[config.mk]
export PLATFORM = sky130hd
export DESIGN_NAME = delay_sorted_message_queue
export DESIGN_NICKNAME = d
export VERILOG_FILES = /design/src/dsmq_pkg.sv /design/src/dsmq_ctrl.sv /design/src/dsmq_datapath.sv /design/src/delay_sorted_message_queue.sv
export SDC_FILE = /design/constraint.sdc
export NUM_CORES = 2
export LEC_CHECK = 0
export BUFFER_PORTS_ARGS = -buffer_cell sky130_fd_sc_hd__buf_2
export CAP_MARGIN = 20
export CORE_AREA = 2 2 343 430
export CTS_CLUSTER_DIAMETER = 50
export DETAILED_ROUTE_END_ITERATION = 8
export DIE_AREA = 0 0 345 432
export HOLD_SLACK_MARGIN = 0.06
export PLACE_DENSITY = 0.65
export SKIP_LAST_GASP = 1
export SYNTH_ARGS = -nofsm -noshare
export SYNTH_HDL_FRONTEND = slang
export SYNTH_SLANG_ARGS = --single-unit
[constraint.sdc]
create_clock -name i_clk -period 10.55 [get_ports i_clk]
set_input_delay 1.055 -clock i_clk [delete_from_list [all_inputs] [get_ports i_clk]]
set_output_delay 1.055 -clock i_clk [all_outputs]
set_load 0.005 [all_outputs]
[src/dsmq_pkg.sv]
// ----------------------------------------------------------------------------
// dsmq_pkg
// Shared types and constants for the delay-sorted message queue.
// ----------------------------------------------------------------------------
package dsmq_pkg;

    // Default number of queue slots
    localparam int DSMQ_DEPTH = 16;

    // Field widths
    localparam int DELAY_W = 31;
    localparam int PROC_W  = 8;
    localparam int ENV_W   = 16;
    localparam int SEND_W  = 8;
    localparam int COUNT_W = 5;

    // Operation codes
    typedef enum logic {
        OP_ENQ = 1'b0,
        OP_DEQ = 1'b1
    } t_op;

    // Result status codes
    typedef enum logic [1:0] {
        ST_OK    = 2'd0,
        ST_EMPTY = 2'd1,
        ST_FULL  = 2'd2
    } t_status;

    // Controller states
    typedef enum logic {
        S_IDLE = 1'b0,
        S_DONE = 1'b1
    } t_state;

    // One queued entry
    typedef struct packed {
        logic [DELAY_W-1:0] delay;
        logic [PROC_W-1:0]  proc_id;
        logic [ENV_W-1:0]   envelope;
        logic [SEND_W-1:0]  sender;
    } t_entry;

    // Command from controller to datapath
    typedef struct packed {
        logic exec;
        t_op  op;
    } t_dp_cmd;

endpackage

[src/dsmq_ctrl.sv]
// ----------------------------------------------------------------------------
// dsmq_ctrl
// Controller: accepts one transaction, fires the datapath, strobes the result.
// ----------------------------------------------------------------------------
module dsmq_ctrl (
    input  logic             i_clk,
    input  logic             i_rst_n,
    input  logic             start,
    input  logic             i_op,
    output logic             busy,
    output logic             o_done,
    output dsmq_pkg::t_dp_cmd o_cmd
);
    import dsmq_pkg::*;

    t_state r_state;
    t_state n_state;

    // State register
    always_ff @(posedge i_clk) begin
        if (!i_rst_n) begin
            r_state <= S_IDLE;
        end else begin
            r_state <= n_state;
        end
    end

    // Next state and outputs
    always_comb begin
        n_state    = r_state;
        busy       = 1'b0;
        o_done     = 1'b0;
        o_cmd.exec = 1'b0;
        o_cmd.op   = t_op'(i_op);
        unique case (r_state)
            S_IDLE: begin
                if (start) begin
                    o_cmd.exec = 1'b1;
                    n_state    = S_DONE;
                end
            end
            S_DONE: begin
                busy    = 1'b1;
                o_done  = 1'b1;
                n_state = S_IDLE;
            end
            default: begin
                n_state = S_IDLE;
            end
        endcase
    end

`ifndef ASSERT_OFF
    // A result strobe always follows an accepted transaction
    a_done_after_accept: assert property (@(posedge i_clk) disable iff (!i_rst_n)
        o_done |-> $past(start && !busy))
        else $error("result strobe without accepted transaction");

    // An accepted transaction gives a strobe in the next cycle
    a_accept_then_done: assert property (@(posedge i_clk) disable iff (!i_rst_n)
        (start && !busy) |=> o_done)
        else $error("accepted transaction gave no result");

    // No transaction is taken while a result is shown
    a_no_exec_on_done: assert property (@(posedge i_clk) disable iff (!i_rst_n)
        o_done |-> !o_cmd.exec)
        else $error("datapath fired while result strobe high");
`endif

endmodule

[src/dsmq_datapath.sv]
// ----------------------------------------------------------------------------
// dsmq_datapath
// Sorted slot chain: parallel compare of every slot, then insert or shift.
// ----------------------------------------------------------------------------
module dsmq_datapath #(
    parameter int QUEUE_DEPTH = dsmq_pkg::DSMQ_DEPTH
) (
    input  logic                          i_clk,
    input  logic                          i_rst_n,
    input  dsmq_pkg::t_dp_cmd             i_cmd,
    input  logic [dsmq_pkg::PROC_W-1:0]   i_proc_id,
    input  logic [dsmq_pkg::ENV_W-1:0]    i_envelope_handle,
    input  logic [dsmq_pkg::DELAY_W-1:0]  i_wait_delay,
    input  logic [dsmq_pkg::SEND_W-1:0]   i_sender,
    output logic [1:0]                    o_status,
    output logic [dsmq_pkg::PROC_W-1:0]   o_out_proc_id,
    output logic [dsmq_pkg::ENV_W-1:0]    o_out_envelope,
    output logic [dsmq_pkg::DELAY_W-1:0]  o_out_delay,
    output logic [dsmq_pkg::SEND_W-1:0]   o_out_sender,
    output logic [dsmq_pkg::COUNT_W-1:0]  o_entry_count
);
    import dsmq_pkg::*;

    localparam int FILL_W = $clog2(QUEUE_DEPTH + 1);

    t_entry             r_slot [QUEUE_DEPTH];
    t_entry             n_slot [QUEUE_DEPTH];
    logic [FILL_W-1:0]  r_fill;
    logic [FILL_W-1:0]  n_fill;
    t_status            r_status;
    t_status            n_status;
    t_entry             r_res;
    t_entry             n_res;
    logic [QUEUE_DEPTH-1:0] take;
    logic               full;
    logic               empty;
    logic [31:0]        fill_ext;
    t_entry             new_entry;

    assign full  = (r_fill == FILL_W'(QUEUE_DEPTH));
    assign empty = (r_fill == '0);

    assign new_entry.delay    = i_wait_delay;
    assign new_entry.proc_id  = i_proc_id;
    assign new_entry.envelope = i_envelope_handle;
    assign new_entry.sender   = i_sender;

    // Per-slot test: slot lies at or after the insert point
    always_comb begin
        for (int i = 0; i < QUEUE_DEPTH; i++) begin
            take[i] = !((FILL_W'(i) < r_fill) && (r_slot[i].delay <= i_wait_delay));
        end
    end

    // Next slot contents, fill count and result
    always_comb begin
        for (int i = 0; i < QUEUE_DEPTH; i++) begin
            n_slot[i] = r_slot[i];
        end
        n_fill   = r_fill;
        n_status = r_status;
        n_res    = r_res;
        if (i_cmd.exec) begin
            n_res    = '0;
            n_status = ST_OK;
            unique case (i_cmd.op)
                OP_ENQ: begin
                    if (full) begin
                        n_status = ST_FULL;
                    end else begin
                        // slots past the insert point move down by one
                        for (int i = 0; i < QUEUE_DEPTH; i++) begin
                            if (take[i]) begin
                                if (i == 0) begin
                                    n_slot[i] = new_entry;
                                end else if (take[i-1]) begin
                                    n_slot[i] = r_slot[i-1];
                                end else begin
                                    n_slot[i] = new_entry;
                                end
                            end
                        end
                        n_fill = r_fill + 1'b1;
                    end
                end
                OP_DEQ: begin
                    if (empty) begin
                        n_status = ST_EMPTY;
                    end else begin
                        // head leaves, the rest move up by one
                        n_res = r_slot[0];
                        for (int i = 0; i < QUEUE_DEPTH - 1; i++) begin
                            n_slot[i] = r_slot[i+1];
                        end
                        n_fill = r_fill - 1'b1;
                    end
                end
                default: begin
                    n_status = ST_OK;
                end
            endcase
        end
    end

    // Slot chain and result registers (payload, no reset)
    always_ff @(posedge i_clk) begin
        for (int i = 0; i < QUEUE_DEPTH; i++) begin
            r_slot[i] <= n_slot[i];
        end
        r_res <= n_res;
    end

    // Control registers
    always_ff @(posedge i_clk) begin
        if (!i_rst_n) begin
            r_fill   <= '0;
            r_status <= ST_OK;
        end else begin
            r_fill   <= n_fill;
            r_status <= n_status;
        end
    end

    // Result ports
    assign fill_ext       = 32'(r_fill);
    assign o_entry_count  = fill_ext[COUNT_W-1:0];
    assign o_status       = r_status;
    assign o_out_proc_id  = r_res.proc_id;
    assign o_out_envelope = r_res.envelope;
    assign o_out_delay    = r_res.delay;
    assign o_out_sender   = r_res.sender;

`ifndef ASSERT_OFF
    // Fill count never exceeds the slot count
    a_fill_bound: assert property (@(posedge i_clk) disable iff (!i_rst_n)
        r_fill <= FILL_W'(QUEUE_DEPTH))
        else $error("fill count beyond queue depth");

    // A successful enqueue grows the queue by one
    a_enq_grows: assert property (@(posedge i_clk) disable iff (!i_rst_n)
        (i_cmd.exec && i_cmd.op == OP_ENQ && !full)
        |=> (r_fill == $past(r_fill) + 1'b1) && (r_status == ST_OK))
        else $error("enqueue did not grow queue");

    // Dequeue from an empty queue reports empty and leaves it empty
    a_deq_empty: assert property (@(posedge i_clk) disable iff (!i_rst_n)
        (i_cmd.exec && i_cmd.op == OP_DEQ && empty)
        |=> (r_status == ST_EMPTY) && (r_fill == '0))
        else $error("empty dequeue mishandled");

    // Enqueue into a full queue keeps the count
    a_enq_full: assert property (@(posedge i_clk) disable iff (!i_rst_n)
        (i_cmd.exec && i_cmd.op == OP_ENQ && full)
        |=> (r_status == ST_FULL) && $stable(r_fill))
        else $error("full enqueue changed the queue");
`endif

endmodule

[src/delay_sorted_message_queue.sv]
// ----------------------------------------------------------------------------
// delay_sorted_message_queue
// Bounded queue of delayed-send entries kept in ascending delay order.
// ----------------------------------------------------------------------------
// Each transaction (enqueue or dequeue) is accepted when start is high and
// busy is low; every slot of the sorted register chain is compared against
// the new delay in parallel and the chain inserts or shifts on that same
// edge, and the result is shown in the following cycle with o_done high
// for exactly one cycle while busy is high. The receiver cannot
// hold a result off, so it must capture the ports whenever o_done is high.
// Entries with equal delay leave in arrival order; o_entry_count gives the
// number of held entries modulo 32.
module delay_sorted_message_queue #(
    parameter int QUEUE_DEPTH = dsmq_pkg::DSMQ_DEPTH
) (
    input  logic                          i_clk,
    input  logic                          i_rst_n,
    input  logic                          start,
    output logic                          busy,
    input  logic                          i_op,
    input  logic [dsmq_pkg::PROC_W-1:0]   i_proc_id,
    input  logic [dsmq_pkg::ENV_W-1:0]    i_envelope_handle,
    input  logic [dsmq_pkg::DELAY_W-1:0]  i_wait_delay,
    input  logic [dsmq_pkg::SEND_W-1:0]   i_sender,
    output logic                          o_done,
    output logic [1:0]                    o_status,
    output logic [dsmq_pkg::PROC_W-1:0]   o_out_proc_id,
    output logic [dsmq_pkg::ENV_W-1:0]    o_out_envelope,
    output logic [dsmq_pkg::DELAY_W-1:0]  o_out_delay,
    output logic [dsmq_pkg::SEND_W-1:0]   o_out_sender,
    output logic [dsmq_pkg::COUNT_W-1:0]  o_entry_count
);
    import dsmq_pkg::*;

    t_dp_cmd cmd;

    // Controller
    dsmq_ctrl u_ctrl (
        .i_clk   (i_clk),
        .i_rst_n (i_rst_n),
        .start   (start),
        .i_op    (i_op),
        .busy    (busy),
        .o_done  (o_done),
        .o_cmd   (cmd)
    );

    // Sorted slot chain
    dsmq_datapath #(
        .QUEUE_DEPTH (QUEUE_DEPTH)
    ) u_datapath (
        .i_clk             (i_clk),
        .i_rst_n           (i_rst_n),
        .i_cmd             (cmd),
        .i_proc_id         (i_proc_id),
        .i_envelope_handle (i_envelope_handle),
        .i_wait_delay      (i_wait_delay),
        .i_sender          (i_sender),
        .o_status          (o_status),
        .o_out_proc_id     (o_out_proc_id),
        .o_out_envelope    (o_out_envelope),
        .o_out_delay       (o_out_delay),
        .o_out_sender      (o_out_sender),
        .o_entry_count     (o_entry_count)
    );

endmodule
==> impl_metrics.ini <==
[drt]
drc = 0
wirelength_um = 262000
first_pass_iters = 8
wl_per_cell_um = 32.8
dr.first_iter.drc_count = 8701
ant_nets = 0
routed_via_density = 7.08
num_vias = 56400

[clocking]
cts_setup_buffers = 0
root_buffer = clkbuf_16
cts-resized-gates = 0
clock_latency_ps = 800
htreeDepth = 3
ctsLongestPathBuffers = 3
cts_hold_buf = 0
path_clk_slew_ps = 60
clock_sinks = 1079
cts_buffers = 121
cts_tree = built

[global_route]
antenna_found_initial = 12
grt_pass1_vias = 54400
grt_pass1_wl_um = 375000
grt-ovfl-total = 0
grt_usage_pct = 34.0
grt_max_degree = 190

[layout]
final_core_util_pct = 48.9
final_common_cell = nand2_1
fin_nets = 6521
drive_gt1_share_pct = 10.2
syn_to_final_growth_pct = 9.72
mostFrequentLayoutCells = nand2_1 (1162), edfxtp_1 (1071), o211ai_1 (578)
n_fill_cell = 13100

[synth]
ys_dominant_reg_cell = edfxtp_1
synth-edff-count = 1071
seq_area_frac_synth_pct = 49.9
synth_top_cell_area_share_pct = 49.6
ys_async_sr_fraction_pct = 0
synth_cell_type_count = 71
yosys_warnings = 0
syn-num-nets = 6650
syn_avg_cell_area_um2 = 10.6
syn_area_um2 = 64800
yosysTopAreaCell = edfxtp_1
ys_ff_latch = 1079
syn_inst = 6084
synth_area_leaders = edfxtp_1 (50%), ha_1 (9.6%), nand2_1 (6.7%)

[floorplan]
die_y_um = 432
die_w_um = 345
initial_core_util_pct = 44.6
core_um2 = 145000
placementRows = 157
ioPinCount = 139
dieArea_um2 = 149000

[timing]
rsz0062_at_grt = no
timing.setup.tns_ps = 0
setup_viol = 0
period_needed_ps = 6130
relSlewSlack_pct = 11.2
worst_slew_pin_slew_ps = 1300
min_period_over_period_pct = 58.1
max_freq_ghz = 0.163
finalHoldViolations = 0
slew_viol_final = 0
clock_skew_ps = 39.7

[power_and_ir_drop]
intPower_mw = 9.75
p_seq_share_pct = 41.9
ir_worst_vdd_v = 0.000152
p_leak_nw = 25.9
power_frac_comb_pct = 29.2
pwr-share-clk_pct = 28.9
power_switching_mw = 5.82
swShare_pct = 37.4
power.density_nw_per_um2 = 219

[flow_run]
maxCapViolations = 0

[worst_setup_path]
critPathLaunchType = input pin
cp.arrival_ps = 6520
critPathKind = input pin to register
cp_max_fo = 51
endpoint_kind = register
critPathRequiredTime_ps = 10940
r2r_cells = 8

[place]
port_buffers = 138
dp_hpwl_um = 162000
place_congestion = 1.02

[hold_path]
hold_path.class = register to register
min_delay_path_depth = 2

[status]
status = finished, final reports clean
[layout make-up]
| type | instances | area, um^2 | share of cell area, % |
|---|---|---|---|
| Sequential cell | 1079 | 32300 | 45.5 |
| Multi-Input combinational cell | 4442 | 30400 | 42.8 |
| Clock buffer | 145 | 3180 | 4.48 |
| Tap cell | 1908 | 2390 | 3.36 |
| Timing Repair Buffer | 249 | 1640 | 2.31 |
| Clock inverter | 81 | 897 | 1.26 |
| Inverter | 62 | 235 | 0.331 |
| Antenna cell | 6 | 15.0 | 0.0211 |
[sequential cells by signal (all words and copies together) (netlist names)]
register,cells
u_datapath.o_status,2
u_datapath.o_out_proc_id,8
u_datapath.r_slot,1008
u_datapath.o_out_delay,31
u_datapath.o_out_envelope,16
u_datapath.o_entry_count,5
u_datapath.o_out_sender,8
u_ctrl.r_state,1
[power groups by stage]
stage | Sequential, mW | Combinational (mW) | Clock (mW)
after floorplan | 6.32 | 2.77 | 0
after global placement | 6.55 | 4.26 | 0
after detailed placement | 6.55 | 4.38 | 0
after CTS | 6.48 | 4.39 | 4.50
after global routing | 6.55 | 4.78 | 4.65
final | 6.52 | 4.55 | 4.49
[synthesized netlist by cell type (8+ instances only)]
library cell / n
nor2b_1: 14
o31ai_1: 11
clkbuf_1: 337
mux2_2: 67
buf_1: 26
ha_1: 499
and2_1: 102
nand3_1: 182
buf_2: 100
a32oi_1: 64
nor3_1: 89
a22oi_1: 65
nor2_1: 167
mux2i_1: 64
o21a_1: 13
dfxtp_1: 8
inv_1: 62
o221ai_1: 10
edfxtp_1: 1071
a221o_1: 322
nand2_1: 1163
o211ai_1: 578
and4_1: 11
o211ai_2: 51
a21boi_0: 11
o21ai_0: 194
a211oi_1: 22
nor4_1: 11
o31a_1: 9
a21oi_1: 366
buf_6: 28
nand4_1: 209
nand3b_1: 10
buf_4: 9
a21o_1: 55
[kinds of logic after synthesis]
kind of cell / after synthesis / synth area share [%]
AND/OR/NAND/NOR: 1987 / 13.6
AO/OA/AOI/OAI: 1819 / 20.8
flip-flops: 1079 / 49.9
buffers and inverters: 563 / 3.83
adder cells (fa/ha/maj): 499 / 9.64
multiplexers: 131 / 2.15
XOR/XNOR: 6 / 0.0811
[metrics by stage]
stage / hold slack, ps / cell area (um^2) / total power [mW] / worst slack [ps] / std cells
after global routing: 532 / 71100 / 16.0 / 4510 / 7972
after floorplan: 483 / 64800 / 9.09 / 2400 / 6084
final: 482 / 71100 / 15.6 / 4420 / 7972
after CTS: 486 / 71000 / 15.4 / 4950 / 7965
after global placement: 463 / 66900 / 10.8 / 4120 / 7738
after detailed placement: 471 / 67000 / 10.9 / 4120 / 7739
[worst max-delay path, stage by stage]
cell     delay [ps]
buf_2           160
inv_1           640
ha_1            300
nand4_1         360
nor4_1          340
nand2_1         450
a31oi_1         820
a211o_4         730
o21a_4          720
buf_4           830
[per-layer routing]
| metal | vias up | global-route usage, % | wire (um) |
|---|---|---|---|
| met3 | 1038 | 7.00 | 28100 |
| li1 | 23600 | - | - |
| met5 | - | 0 | 58 |
| met2 | 4118 | 52.9 | 117000 |
| met4 | 8 | 25.9 | 22200 |
| met1 | 27700 | 41.7 | 94300 |
[worst paths after layout]
check                                 from                  endpoint  slack [ps]
hold reg to reg     u_datapath.o_status[1]    u_datapath.o_status[1]         480
hold / removal      u_datapath.o_status[1]    u_datapath.o_status[1]         480
setup reg to reg  u_datapath.r_slot[0][61]  u_datapath.r_slot[0][38]        4880
setup / recovery          i_wait_delay[18]  u_datapath.r_slot[0][38]        4420
(Power assumes the default switching activity.)
